--- src/hdl/tcs_pkg.sv ---
// Shared types for the type-check stack: operation codes, status codes and
// the shift commands that the top level issues to the register stack.
// No dependencies.
`default_nettype none

package tcs_pkg;

    // Operation codes carried in s_opcode
    typedef enum logic [2:0] {
        OP_PUSH   = 3'd0,
        OP_POP    = 3'd1,
        OP_BINARY = 3'd2,
        OP_PAIR   = 3'd3,
        OP_SINGLE = 3'd4
    } opcode_t;

    // Status codes carried in m_status
    typedef enum logic [1:0] {
        ST_OK       = 2'd0,
        ST_UNDER    = 2'd1,
        ST_MISMATCH = 2'd2,
        ST_OVER     = 2'd3
    } status_t;

    // Shift commands for the register stack
    typedef enum logic [2:0] {
        STK_HOLD     = 3'd0,
        STK_PUSH     = 3'd1,
        STK_POP1     = 3'd2,
        STK_POP2     = 3'd3,
        STK_POP2_PUT = 3'd4
    } stk_op_t;

endpackage

`default_nettype wire

--- src/hdl/type_check_stack.sv ---
// Type-check stack: a bounded stack of type tags with push, pop and three
// check operations; one status beat per operation beat.
// Depends on tcs_pkg and tcs_shift_stack.
//
// One operation beat is accepted every cycle while s_ready is high, and
// its result beat appears on the m_ channel in the next cycle. The stack
// is a shift register whose entry 0 is always the top, so every operation
// reads only the top two entries and updates every entry of the stack
// together. An output register holds the result, and s_ready stays high
// while that register is empty or being drained. Underflow and overflow
// leave the stack unchanged; a failed check still consumes its operands.
`default_nettype none

module type_check_stack #(
    parameter int TAG_WIDTH   = 4,
    parameter int STACK_DEPTH = 64
) (
    input  wire logic                                  aclk,
    input  wire logic                                  aresetn,
    input  wire logic                                  s_valid,
    output logic                                       s_ready,
    input  wire logic [2:0]                            s_opcode,
    input  wire logic [TAG_WIDTH-1:0]                  s_type_tag,
    input  wire logic [TAG_WIDTH-1:0]                  s_result_type,
    output logic                                       m_valid,
    input  wire logic                                  m_ready,
    output logic [1:0]                                 m_status,
    output logic [TAG_WIDTH-1:0]                       m_top_type,
    output logic [$clog2(STACK_DEPTH+1)-1:0]           m_stack_count
);
    import tcs_pkg::*;

    localparam int CNT_WIDTH = $clog2(STACK_DEPTH + 1);
    localparam logic [CNT_WIDTH-1:0] CNT_FULL = CNT_WIDTH'(STACK_DEPTH);
    localparam logic [CNT_WIDTH-1:0] CNT_ONE  = CNT_WIDTH'(1);

    logic                 s_fire;
    stk_op_t              stk_op;
    logic [TAG_WIDTH-1:0] stk_tag;
    status_t              status;
    logic [TAG_WIDTH-1:0] top0;
    logic [TAG_WIDTH-1:0] top1;
    logic [CNT_WIDTH-1:0] count;
    logic [TAG_WIDTH-1:0] top_next;
    logic [CNT_WIDTH-1:0] count_next;
    logic                 empty;

    logic                 m_valid_reg;
    status_t              status_reg;
    logic [TAG_WIDTH-1:0] top_reg;
    logic [CNT_WIDTH-1:0] count_reg;

    assign s_ready = !m_valid_reg || m_ready;
    assign s_fire  = s_valid && s_ready;
    assign empty   = (count == '0);

    // Decode the operation beat into a stack shift and a status
    always_comb begin
        stk_op  = STK_HOLD;
        stk_tag = s_type_tag;
        status  = ST_OK;
        case (s_opcode)
            OP_PUSH: begin
                if (count == CNT_FULL) begin
                    status = ST_OVER;
                end else begin
                    stk_op = STK_PUSH;
                end
            end
            OP_POP: begin
                if (empty) begin
                    status = ST_UNDER;
                end else begin
                    stk_op = STK_POP1;
                end
            end
            OP_BINARY: begin
                if (count <= CNT_ONE) begin
                    status = ST_UNDER;
                end else if (top0 == s_type_tag && top1 == s_type_tag) begin
                    stk_op  = STK_POP2_PUT;
                    stk_tag = s_result_type;
                end else begin
                    stk_op = STK_POP2;
                    status = ST_MISMATCH;
                end
            end
            OP_PAIR: begin
                if (count <= CNT_ONE) begin
                    status = ST_UNDER;
                end else begin
                    stk_op = STK_POP2;
                    if (top0 != top1) begin
                        status = ST_MISMATCH;
                    end
                end
            end
            OP_SINGLE: begin
                if (empty) begin
                    status = ST_UNDER;
                end else begin
                    stk_op = STK_POP1;
                    if (top0 != s_type_tag) begin
                        status = ST_MISMATCH;
                    end
                end
            end
            default: begin
                stk_op = STK_HOLD;
            end
        endcase
        // Drop the shift unless the beat is taken
        if (!s_fire) begin
            stk_op = STK_HOLD;
        end
    end

    tcs_shift_stack #(
        .TAG_WIDTH   (TAG_WIDTH),
        .STACK_DEPTH (STACK_DEPTH),
        .CNT_WIDTH   (CNT_WIDTH)
    ) u_stack (
        .aclk       (aclk),
        .aresetn    (aresetn),
        .stk_op     (stk_op),
        .stk_tag    (stk_tag),
        .top0       (top0),
        .top1       (top1),
        .count      (count),
        .top_next   (top_next),
        .count_next (count_next)
    );

    // Hold the result beat until it is taken
    always_ff @(posedge aclk) begin
        if (!aresetn) begin
            m_valid_reg <= 1'b0;
        end else if (s_fire) begin
            m_valid_reg <= 1'b1;
        end else if (m_ready) begin
            m_valid_reg <= 1'b0;
        end
    end

    always_ff @(posedge aclk) begin
        if (s_fire) begin
            status_reg <= status;
            top_reg    <= (count_next == '0) ? '0 : top_next;
            count_reg  <= count_next;
        end
    end

    assign m_valid       = m_valid_reg;
    assign m_status      = status_reg;
    assign m_top_type    = top_reg;
    assign m_stack_count = count_reg;

endmodule

`default_nettype wire

--- src/hdl/tcs_shift_stack.sv ---
// Register stack of type tags: entry 0 is always the top, and every entry
// shifts by one or two places on a push or a pop. Depends on tcs_pkg.
`default_nettype none

module tcs_shift_stack #(
    parameter int TAG_WIDTH   = 4,
    parameter int STACK_DEPTH = 64,
    parameter int CNT_WIDTH   = 7
) (
    input  wire logic                 aclk,
    input  wire logic                 aresetn,
    input  tcs_pkg::stk_op_t          stk_op,
    input  wire logic [TAG_WIDTH-1:0] stk_tag,
    output logic [TAG_WIDTH-1:0]      top0,
    output logic [TAG_WIDTH-1:0]      top1,
    output logic [CNT_WIDTH-1:0]      count,
    output logic [TAG_WIDTH-1:0]      top_next,
    output logic [CNT_WIDTH-1:0]      count_next
);
    import tcs_pkg::*;

    localparam logic [CNT_WIDTH-1:0] CNT_ONE = CNT_WIDTH'(1);
    localparam logic [CNT_WIDTH-1:0] CNT_TWO = CNT_WIDTH'(2);

    logic [TAG_WIDTH-1:0] entry_reg  [STACK_DEPTH];
    logic [TAG_WIDTH-1:0] entry_next [STACK_DEPTH];
    logic [CNT_WIDTH-1:0] count_reg;

    // Select each entry's next value from its neighbors
    for (genvar i = 0; i < STACK_DEPTH; i++) begin : g_entry
        logic [TAG_WIDTH-1:0] below_val;
        logic [TAG_WIDTH-1:0] above1_val;
        logic [TAG_WIDTH-1:0] above2_val;
        logic [TAG_WIDTH-1:0] put_val;

        if (i == 0) begin : g_bottom_in
            assign below_val = stk_tag;
        end else begin : g_bottom_shift
            assign below_val = entry_reg[i-1];
        end

        if (i + 1 < STACK_DEPTH) begin : g_up1
            assign above1_val = entry_reg[i+1];
        end else begin : g_up1_edge
            assign above1_val = entry_reg[i];
        end

        if (i + 2 < STACK_DEPTH) begin : g_up2
            assign above2_val = entry_reg[i+2];
        end else begin : g_up2_edge
            assign above2_val = entry_reg[i];
        end

        // Two pops and one push: new top is the pushed tag, the rest move up one
        if (i == 0) begin : g_put_top
            assign put_val = stk_tag;
        end else begin : g_put_rest
            assign put_val = above1_val;
        end

        assign entry_next[i] = (stk_op == STK_PUSH)     ? below_val  :
                               (stk_op == STK_POP1)     ? above1_val :
                               (stk_op == STK_POP2)     ? above2_val :
                               (stk_op == STK_POP2_PUT) ? put_val    :
                                                          entry_reg[i];
    end

    // Advance the fill count
    always_comb begin
        case (stk_op)
            STK_PUSH:     count_next = count_reg + CNT_ONE;
            STK_POP1:     count_next = count_reg - CNT_ONE;
            STK_POP2:     count_next = count_reg - CNT_TWO;
            STK_POP2_PUT: count_next = count_reg - CNT_ONE;
            default:      count_next = count_reg;
        endcase
    end

    // Hold the tag entries (contents are meaningless until pushed)
    always_ff @(posedge aclk) begin
        for (int k = 0; k < STACK_DEPTH; k++) begin
            entry_reg[k] <= entry_next[k];
        end
    end

    always_ff @(posedge aclk) begin
        if (!aresetn) begin
            count_reg <= '0;
        end else begin
            count_reg <= count_next;
        end
    end

    assign top0     = entry_reg[0];
    assign top1     = entry_reg[1];
    assign count    = count_reg;
    assign top_next = entry_next[0];

endmodule

`default_nettype wire
--- config.mk ---
export PLATFORM = sky130hd
export DESIGN_NAME = type_check_stack
export DESIGN_NICKNAME = d
export VERILOG_FILES = /design/src/hdl/tcs_pkg.sv /design/src/hdl/type_check_stack.sv /design/src/hdl/tcs_shift_stack.sv
export SDC_FILE = /design/constraint.sdc
export NUM_CORES = 1
export LEC_CHECK = 0
export BUFFER_PORTS_ARGS = -buffer_cell sky130_fd_sc_hd__buf_4
export CORE_MARGIN = 5
export CORE_UTILIZATION = 50
export DETAILED_ROUTE_END_ITERATION = 12
export PLACE_DENSITY = 0.68
export SLEW_MARGIN = 10
export SYNTH_ARGS = -nofsm -noshare
export SYNTH_HDL_FRONTEND = slang
export SYNTH_SLANG_ARGS = --single-unit
--- constraint.sdc ---
create_clock -name aclk -period 7.3 [get_ports aclk]
set_input_delay 0.365 -clock aclk [delete_from_list [all_inputs] [get_ports aclk]]
set_output_delay 0.365 -clock aclk [all_outputs]
set_load 0.02 [all_outputs]
Word level (Yosys, flattened, before mapping)
Memories as Yosys holds them, arrays and structs flattened.
Index checks and enable logic that the tools add are counted.
{"block": "totals", "mem_count": 1, "mem_bits_ro": 0, "inputBits": 15, "latch_bits": 0, "mem_bits_rw": 256, "ff_bits": 21, "out_inout_bits": 15}
{"block": "classes", "reduce_logical": 10, "n_mul": 0, "n_mux": 275, "n_eq_ne": 13, "shift": 0, "n_div": 0, "bitwise_logic": 0, "order_cmp": 1, "addsub": 3}
{"name": "u_stack.entry_reg", "words": 64, "word_bits": 4, "rd": 64, "rd_ports_with_merged_regs": 0, "write_ports": 64, "line_no": "tcs_shift_stack.sv:25", "rtl": "logic [TAG_WIDTH-1:0] entry_reg [STACK_DEPTH];"}
{"op": "$mux W4", "count": 256}
{"op": "$pmux W7 S3", "count": 1}
{"op": "$mux W2", "count": 9}
{"op": "$logic_not A7 Y1", "count": 2}
{"op": "$eq A3 B2 Y1 const B", "count": 4}
{"op": "$pmux W3 S4", "count": 1}
{"op": "$pmux W2 S5", "count": 1}
{"op": "$mux W3", "count": 3}
{"op": "$eq A4 B4 Y1", "count": 2}
{"op": "$ne A4 B4 Y1", "count": 2}
{"op": "$add A7 B1 Y7 const B", "count": 1}
{"op": "$eq A7 B7 Y1 const B", "count": 1}
{"op": "$le A7 B1 Y1 const B", "count": 1}
{"op": "$sub A7 B1 Y7 const B", "count": 1}
{"op": "$sub A7 B2 Y7 const B", "count": 1}
{"op": "$eq A3 B1 Y1 const B", "count": 2}
{"op": "$eq A3 B3 Y1 const B", "count": 2}
{"op": "$mux W1", "count": 4}
{"op": "$reduce_or A2 Y1", "count": 2}
{"op": "$logic_not A3 Y1", "count": 1}
{"op": "$logic_and A1 B1 Y1", "count": 2}
{"op": "$reduce_bool A2 Y1", "count": 1}
{"op": "$logic_not A1 Y1", "count": 1}
{"op": "$logic_or A1 B1 Y1", "count": 1}

Depth between registers and ports, before layout
Gate-level depths: netlist of run 1.
An unclocked memory read counts as a cell.
{"block": "depth", "word_depth": 12, "mapped_depth": 12, "mapped_depth_nobuf": 10}

Hierarchy
A second synthesis of run 1 with hierarchy kept.
{"block": "unflattened", "hier_cells": 1287, "hier_area_um2": 14679.1}
{"mod": "tcs_shift_stack", "area_per_inst_um2": 13749.4, "seq_area_each_um2": 7787.5, "cells_each": 1204, "n_inst": 1}
{"mod": "type_check_stack", "area_per_inst_um2": 929.6, "seq_area_each_um2": 410.4, "cells_each": 83, "n_inst": 1}

Worst setup path before layout of run 1
No wires, ideal clock.
{"block": "synth_timing", "path_kind": "register to register", "start": "register, netlist name u_stack.count[1]", "end": "memory u_stack.entry_reg[2][2], in the netlist u_stack.entry_reg[0][10] (enable)", "arrival_ns": 6.388, "setup_time_ns": 0.594, "path_stages_with_launch": 9, "n_path_buf": 1, "path_slack_ns": 0.317, "required_time_ns": 6.706, "cell_sequence": "dfxtp_1 inv_1 ha_1 a21boi_0 o21ai_1 and2_1 clkbuf_1 nor2_1 inv_1"}
{"item": "end: declaration", "line_no": "tcs_shift_stack.sv:25"}

==> results of run 1 <==
[kinds of logic (layout without fill, tap and decap cells)]
group | count (synthesis) | in the layout | share of synthesized area
AO/OA/AOI/OAI | 301 | 301 | 0.138
adder cells (fa/ha/maj) | 7 | 7 | 0.00615
AND/OR/NAND/NOR | 825 | 825 | 0.229
multiplexers | 3 | 3 | 0.00228
flip-flops | 277 | 277 | 0.576
XOR/XNOR | 19 | 19 | 0.0117
buffers and inverters | 130 | 105 | 0.0365
[power breakdown]
| group | total, mW | leakage, nW | switching [mW] | internal (mW) |
|---|---|---|---|---|
| Combinational | 1.33 | 2.74 | 0.827 | 0.499 |
| Clock | 1.50 | 0.474 | 0.608 | 0.887 |
| Sequential | 2.58 | 2.54 | 0.270 | 2.31 |
[worst paths after layout]
check                                        endpoint  slack [ns]  depth (start not counted)
hold reg to reg   u_stack.entry_reg[15][15]$_DFFE_PP_        0.50                          0
hold / removal                   m_valid$_SDFFE_PN0P_        0.08                          2
setup reg to reg   u_stack.entry_reg[9][14]$_DFFE_PP_        3.14                          8
setup / recovery   u_stack.entry_reg[9][14]$_DFFE_PP_        3.14                          8
[metal layers]
layer	global-route usage	wire, um	vias up
met1	0.263	13700	5262
met4	0.0438	601	0
met5	0	0	-
li1	-	-	5424
met2	0.263	12600	255
met3	0.0230	1350	45
[synthesized netlist by cell type (all sizes together), types with 5 or more instances]
| master | number |
|---|---|
| nand2 | 510 |
| edfxtp | 265 |
| nor2 | 258 |
| a31oi | 248 |
| clkbuf | 83 |
| buf | 35 |
| xor2 | 13 |
| dfxtp | 12 |
| inv | 12 |
| nor3 | 12 |
| and2 | 10 |
| nand3 | 8 |
| and3 | 7 |
| ha | 7 |
| a21oi | 6 |
| o21ai | 6 |
| xnor2 | 6 |
| a21boi | 5 |
| a221oi | 5 |
| a22oi | 5 |
| nor4 | 5 |
[cell type report]
| class | instances | share of cell area |
|---|---|---|
| Clock buffer | 46 | 0.0561 |
| Tap cell | 378 | 0.0304 |
| Timing Repair Buffer | 37 | 0.0195 |
| Multi-Input combinational cell | 1155 | 0.357 |
| Inverter | 12 | 0.00338 |
| Clock inverter | 10 | 0.00612 |
| Sequential cell | 277 | 0.528 |
[worst reg2reg max path: stages, from the launching register on]
cell and delay [ns]:
dfxtp_1 0.53, inv_1 0.18, ha_1 0.26, a21boi_0 0.21, o21ai_1 0.32, and2_1 0.44, nor2_1 0.21, inv_8 0.69
buf_4 0.92
[layout by cell type, fill, tap and decap left out, types with 3 or more instances in the layout]
cell type	instances
and3_1	7
xor2_1	13
nor2_1	257
clkinv_1	4
a211oi_2	3
ha_1	7
clkbuf_1	11
xnor2_1	6
a221oi_1	5
edfxtp_1	265
nor2b_1	3
a21boi_1	4
nand3_1	8
buf_4	35
clkinv_2	4
nor3_1	11
nand2b_1	3
a21oi_1	6
clkbuf_8	4
clkbuf_16	31
dfxtp_1	12
o21ai_0	5
a31oi_1	248
nand2_1	509
a22oi_1	5
nor4_1	3
and2_1	10
inv_1	10
==> run metrics, run 1 <==
Layout Nets approximately 1.5k; clock root cell clkbuf_16; max reg flops between 200 and 300; post-synthesis sequential area ratio 0.576; dpl cell area about 15000 um2; Worst Setup SP u_stack.count[2]$_SDFF_PN0_; Post-Syn Area between 10000 and 15000 um2; max incr delay on CP around 0.90 ns; Syn Nets around 1.6k; CP Max Fanout roughly 120; r2r startpoint u_stack.count[2]$_SDFF_PN0_; CP arrival ~4.3 ns; crit-path cells inv_1 > ha_1 > a21boi_0 > o21ai_1 > and2_1 > nor2_1 > inv_8 > buf_4; IO buf count 29; Hold Violations, Final 0; hold crit path type input pin to flip-flop; CTS max path bufs 3; design area roughly 16000 um2; EDFF count, synth 265; router iterations before antenna repair 5; Synthesis Warnings 0; CTS Buf Count 30; min-delay src s_valid; share of cells above drive strength 1 0.0605; Final GP Congestion 0.932; Min Hold Slack 0.0771 ns; CTS tree yes; peak supply drop ~250 uV; # Post-CTS Setup Buffers 0; Reg area around 8000 um2; Pleak roughly 5.7 nW; H-tree levels 1; fin crit period roughly 4.2 ns; Die Y between 150 and 200 um; Setup WS post-layout about 3.1 ns; final antenna-violating net count 0; Setup Skew approximately 0.0095 ns; slew at the pin closest to its max-slew limit roughly 1.1 ns; starting density of the core 0.510; Syn Area/Cell just over 9 um2; outcome complete, no violations; Async SR Flop Fraction 0; wire length per cell around 15 um; Gate Count Post-Synth ~1.6k; Setup crit end kind flip-flop; fmax 240 MHz; area occupied by multi-input gates 5540 um2; Synth Register Bits between 200 and 300; hold buffer count at CTS 0; buffer and inverter count on the worst path 3; layout overhead on the synthesized area 9.07%; largest net degree at the start of global routing between 200 and 250; Final Max Tran Viols 0; fin cells around 1.9k; gr ovfl total 0; fin crit share 0.570; Worst-path clk slew approximately 0.060 ns; Rows between 60 and 70; Synth area leaders edfxtp_1 (56%), nand2_1 (13%), a31oi_1 (11%), nor2_1 (6.8%), clkbuf_1 (2.2%); post-synth top area share 0.559; TNS Setup 0 ns; Setup Slack @ Placement 3.16 ns; Placed Cells 1859; Core Footprint 27900 um2; Die ar. around 32000 um2; Iteration-0 DRC Markers between 1k and 1.5k; io pins 30; ys flop type edfxtp_1; Horiz. Die Dim 179 um; vias in the first global route 9784; slowest CP cell buf_4; Total GRT Usage 0.173; Vias/cell approximately 5.7; startpoint types flip-flop; total wire length roughly 28000 um; post-cts resize count 0; n_diodes 0; Clock Sinks around 280; Max Cap Violations 0; Crit path max-delay family buffers and inverters; Unique masters post-synth 59; Layout fillers 2524; first-pass GRT wire length about 47000 um; Final Core Density 0.556; PwrDens between 300 and 400 nW/um2; DP HPWL about 16000 um; Pwr Total between 5 and 6 mW; total vias in the final route ~11k; relative slew slack 0.239; Worst EP required ~7.5 ns; antenna violations before repair 0; Final Setup Violations 0; Setup CP Type flip-flop to flip-flop; Clock Latency Late Sink 0.55 ns; Synth area leader edfxtp_1; RSZ-0062 raised after global routing false; DRC viols 0
No activity file was read; power rests on OpenSTA's default activity.
==> run 2, diff against run 1 <==
Settings changed: ABC_AREA set to 1, PLACE_DENSITY 0.68 to 0.66.
Clock period 7.3 ns to 4.3 ns, I/O delays scaled along.
==> run 2 against run 1 <==
- first-iteration DRC count is 22% lower
- largest cell class unchanged
- worst hold slack worse by 0.049 ns
- critical path type unchanged
- combinational power grew to 3.8 times the previous value
- sequential power is 130% higher
- largest power group unchanged
- clock power is 83% higher
- routed wire length is 0.34% lower
- sequential share of layout area is 2.2 points lower
- die area is 3.7% higher
- register-to-register slack worse by 2.0 ns
- synthesized cell count is 3.3% higher
- highest routed layer unchanged
==> run metrics, run 2 <==
outcome complete, no violations; Setup CP Type flip-flop to flip-flop; Final Setup Violations 0; hold buffer count at CTS 0; Synth area leaders edfxtp_1 (54%), nand2_1 (8.0%), o211ai_1 (7.5%), a21oi_1 (6.8%), o21ai_0 (4.7%); Worst EP required approximately 4.6 ns; antenna violations before repair 0; Final Max Tran Viols 0; CTS tree yes; Core Footprint just under 30000 um2; Async SR Flop Fraction 0; slew at the pin closest to its max-slew limit 1.12 ns; clock root cell clkbuf_16; Die Y between 150 and 200 um; Setup crit end kind flip-flop; Worst Setup SP u_stack.count[2]$_SDFF_PN0_; max reg flops roughly 260; DRC viols 0; fin crit share 0.727; Critical path destination m_top_type[3]$_SDFFCE_PN0P_; router iterations before antenna repair 5; depth of the worst register-to-register path 17; buffer and inverter count on the worst path 3; fin crit period roughly 3.1 ns; Total GRT Usage 0.163; Layout Nets between 1.5k and 2k; Placed Cells a little under 2k; post-synthesis sequential area ratio 0.554; Setup Skew 0.0106 ns; largest net degree at the start of global routing 259; Compound-Gate Fraction of Synth Area 0.197; Pleak about 6.6 nW; Worst-path clk slew about 0.05 ns; hold crit path type input pin to flip-flop; PwrDens ~850 nW/um2; H-tree levels 2; Max Cap Violations 0; fin cells approximately 2.0k; layout overhead on the synthesized area 9.58%; Horiz. Die Dim 182 um; RSZ-0062 raised after global routing false; Synth area leader edfxtp_1; fmax approximately 320 MHz; Unique masters post-synth 40; main combinational cell family by area after synthesis compound AO/OA/AOI/OAI gates; Rows between 60 and 70; highest-count cells in the layout ignoring fill and taps nand2_1 (317), edfxtp_1 (265), a21oi_1 (200), inv_1 (178), o211ai_1 (147); Crit path max-delay family simple AND/OR/NAND/NOR gates; startpoint types flip-flop; Post-Syn Area between 10000 and 15000 um2; mux share of post-synthesis cell area 0; post-synth top area share 0.537; R2R Path End m_top_type[3]$_SDFFCE_PN0P_; min-delay src m_ready; total wire length ~28000 um; Pwr Total around 14 mW; Syn Area/Cell between 9 and 10 um2; Min Hold Slack roughly 0.028 ns; CTS max path bufs 3; Post-synth top cells nand2_1 (317), edfxtp_1 (265), a21oi_1 (200); peak supply drop about 490 uV; Final GP Congestion roughly 0.80; TNS Setup 0 ns; Die ar. around 33000 um2; Syn Nets roughly 1.6k; share of cells above drive strength 1 0.0811; CTS Buf Count 34; Vias/cell approximately 5.5; FF-to-FF setup slack between 1 and 1.5 ns; EDFF count, synth about 270; Final Core Density 0.552; wire length per cell ~14 um; r2r startpoint u_stack.count[2]$_SDFF_PN0_; CP Max Fanout 44; simple-gate share of the synthesized area 0.147; Synth Register Bits 277; Hold Violations, Final 0; slowest CP cell dfxtp_1; most common cell in the netlist nand2_1; Clock Sinks about 280; CP arrival around 3.4 ns; WP depth 17; Synth Area in XOR/XNOR 0.0124; Synthesis Warnings 0; DP HPWL roughly 16000 um; IO buf count 29; max incr delay on CP roughly 0.50 ns; final antenna-violating net count 0; Clock Latency Late Sink a little over 0.5 ns; crit-path cells inv_1 > ha_1 > nand2_2 > nor2_4 > nand2_4 > nand2_4 > nor2_8 > nand2_8 > nand4_4 > buf_4 > clkinv_2 > nand2_1 > nand3_1 > nor2_2 > nand3_2 > nor2_4 > nor2_2; gr ovfl total 0; Gate Count Post-Synth around 1.6k; relative slew slack 0.255; # Post-CTS Setup Buffers 0; first-pass GRT wire length 47200 um; Layout fillers between 2k and 3k; starting density of the core 0.504; n_diodes 0; post-synthesis adder-cell area fraction 0.00592; ys flop type edfxtp_1; total vias in the final route between 10k and 15k; post-cts resize count 0; most common cell after layout, fill and taps aside nand2_1; Iteration-0 DRC Markers a little over 900; io pins 30; vias in the first global route around 10k
run 2: cell count changes in the layout (fill, tap and decap cells not counted), moves of 12 or more:
cell,delta
nor2_2,+12
a31oi_1,-245
nand4_1,+12
inv_1,+168
o211ai_1,+147
o21ai_1,+14
a21oi_1,+194
o21ai_0,+133
nand2_1,-192
nor2_1,-140
run 2: metrics by stage:
step                      worst slack [ns]  instance area [um2]
after floorplan                     0.0365                14800
after global placement                1.22                15100
after detailed placement              1.15                15100
after CTS                             1.16                16200
after global routing                 0.900                16200
final                                 1.17                16200
run 2: power breakdown:
group          total (mW)  switching [mW]  internal, mW  leakage (nW)
Clock                2.75            1.08          1.68         0.528
Sequential           5.97           0.803          5.17          2.54
Combinational        5.04            3.27          1.77          3.57
Total                13.8            5.15          8.62          6.63
run 2: worst min path at each step:
| stage | to | slack [ns] | cells past startpoint |
|---|---|---|---|
| 4_1_cts | m_valid$_SDFFE_PN0P_ | 0.02 | 4 |
| 6_report | m_valid$_SDFFE_PN0P_ | 0.03 | 4 |
| 2_1_floorplan | u_stack.count[4]$_SDFF_PN0_ | 0.42 | 2 |
| 3_5_place_dp | u_stack.entry_reg[15][12]$_DFFE_PP_ | 0.47 | 0 |
| 5_1_grt | m_status[0]$_DFFE_PP_ | 0.06 | 3 |
| 3_3_place_gp | u_stack.entry_reg[15][12]$_DFFE_PP_ | 0.47 | 0 |
run 2: area by class of cell:
| class | instances | area [um2] | share of cell area |
|---|---|---|---|
| Clock buffer | 43 | 948 | 0.0585 |
| Clock inverter | 17 | 131 | 0.00810 |
| Inverter | 184 | 697 | 0.0430 |
| Multi-Input combinational cell | 1042 | 5380 | 0.331 |
| Sequential cell | 277 | 8200 | 0.505 |
| Tap cell | 390 | 488 | 0.0301 |
| Timing Repair Buffer | 40 | 388 | 0.0239 |
run 2: worst min-delay path: cells and delay by family:
family | cells | cell delay, ns
compound gates | 1 | 0.07
simple gates | 1 | 0.09
buf+inv | 2 | 0.11
run 2: kinds of logic (layout without fill, tap and decap cells):
family	Yosys count	count (layout)
AO/OA/AOI/OAI	506	506
XOR/XNOR	21	21
adder cells (fa/ha/maj)	7	7
buffers and inverters	295	284
flip-flops	277	277
AND/OR/NAND/NOR	508	508
run 2: routing by layer:
layer,wire length [um],vias to the layer above,GRT usage
met3,1190,36,0.0285
met5,0,-,0
met2,12800,190,0.264
met4,489,0,0.0429
li1,-,5533,-
met1,13600,5174,0.229
==> run 3, diff against run 2 <==
Settings changed: ABC_AREA 1 to 0.
Clock period 4.3 ns to 3.1 ns, I/O delays scaled along.
==> run 3 against run 2 <==
- global-route usage increased by 2.1 points
- combinational power decreased by 28%
- power decreased by 3.3%
- largest cell class unchanged
- largest power group unchanged
- highest routed layer unchanged
==> run metrics, run 3 (synthesis results as in run 1) <==
clock root cell clkbuf_16; first-pass GRT wire length roughly 50000 um; Pwr Total around 13 mW; fin cells about 2.0k; router iterations before antenna repair 6; Worst-path clk slew 0.06 ns; Final GP Congestion around 0.85; CTS max path bufs 3; startpoint types flip-flop; RSZ-0062 raised after global routing false; share of cells above drive strength 1 0.0956; CP Max Fanout 17; Setup CP Type flip-flop to flip-flop; H-tree levels 1; Setup WS post-layout between 0.1 and 0.15 ns; peak supply drop between 400 and 500 uV; Reg area around 8200 um2; Final Core Density 0.582; Setup Skew 0.0109 ns; n_diodes 0; Total GRT Usage 0.184; DP HPWL between 15000 and 20000 um; Hold Violations, Final 0; most common cell after layout, fill and taps aside nand2_1; DRC viols 0; largest net degree at the start of global routing approximately 200; fmax about 340 MHz; starting density of the core 0.510; area occupied by multi-input gates 5590 um2; Core Footprint 27900 um2; highest-count cells in the layout ignoring fill and taps nand2_1 (508), edfxtp_1 (265), nor2_1 (256), a31oi_1 (248), buf_4 (56); Vias/cell ~5.7; gr ovfl total 0; total wire length 30500 um; final antenna-violating net count 0; Horiz. Die Dim around 180 um; wire length per cell 15.5 um; Die Y 179 um; relative slew slack 0.453; Die ar. roughly 32000 um2; total vias in the final route between 10k and 15k; Min Hold Slack approximately 0.11 ns; slew at the pin closest to its max-slew limit slightly above 0.8 ns; dpl cell area ~15000 um2; PwrDens 819 nW/um2; Rows 61; Worst EP required about 3.4 ns; vias in the first global route slightly above 10k; layout overhead on the synthesized area 14.1%; io pins 30; Clock Sinks between 200 and 300; fin crit period about 3 ns; TNS Setup 0 ns; Final Max Tran Viols 0; hold crit path type input pin to flip-flop; IO buf count 29; Setup crit end kind flip-flop; Final Setup Violations 0; Clock Latency Late Sink 0.56 ns; max reg flops about 260; CTS tree yes; antenna violations before repair 0; Pleak 6.11 nW; Layout fillers 2454; CTS Buf Count 31; Max Cap Violations 0; design area 16300 um2; fin crit share 0.962; outcome complete, no violations; Iteration-0 DRC Markers between 1k and 1.5k; Setup Slack @ Placement 0.188 ns; Layout Nets 1587; CP arrival 3.28 ns; Placed Cells roughly 1.9k
-- run 3: critical path, cell delays in order (launching register included) --
cell	delay (ns)
dfxtp_2	0.37
or4_4	0.60
nor3_4	0.29
or2_4	0.20
buf_6	0.16
inv_4	0.11
a22oi_1	0.19
dlygate4sd3_1	0.57
o21ai_0	0.09
a21boi_1	0.14
-- run 3: path summary, 6_finish.rpt --
check,cells after the start,slack [ns],end,from
max,9,0.12,m_top_type[0]$_SDFFCE_PN0P_,u_stack.count[3]$_SDFF_PN0_
min,4,0.11,m_status[1]$_DFFE_PP_,s_opcode[2]
max reg2reg,9,0.12,m_top_type[0]$_SDFFCE_PN0P_,u_stack.count[3]$_SDFF_PN0_
min reg2reg,0,0.49,u_stack.entry_reg[15][12]$_DFFE_PP_,u_stack.entry_reg[15][8]$_DFFE_PP_
-- run 3: per-layer routing --
metal	GRT usage	vias up	wire, um
met5	0	-	0
met4	0.0537	0	650
met3	0.0270	56	1450
met2	0.290	272	13800
met1	0.267	5411	14600
li1	-	5544	-
-- run 3: layout make-up --
cell class | count | area share
Timing Repair Buffer | 88 | 0.0562
Tap cell | 378 | 0.0291
Clock buffer | 45 | 0.0579
Sequential cell | 277 | 0.505
Inverter | 12 | 0.00316
Multi-Input combinational cell | 1155 | 0.344
Clock inverter | 13 | 0.00539
-- run 3: repair_timing --
| action | 4_1_cts | 5_1_grt |
|---|---|---|
| resized for setup | 0 | 10 |
| hold buffers | 13 | 0 |
| endpoints found under the hold margin | 14 | 0 |
| buffers inserted | 0 | 1 |
| endpoints found under the setup margin | 0 | 183 |
-- run 3: power by group --
part / internal [mW] / switching, mW / total [mW]
combinational: 1.50 / 2.10 / 3.61
clock: 2.17 / 1.47 / 3.64
sequential: 5.42 / 0.643 / 6.06
total: 9.10 / 4.22 / 13.3
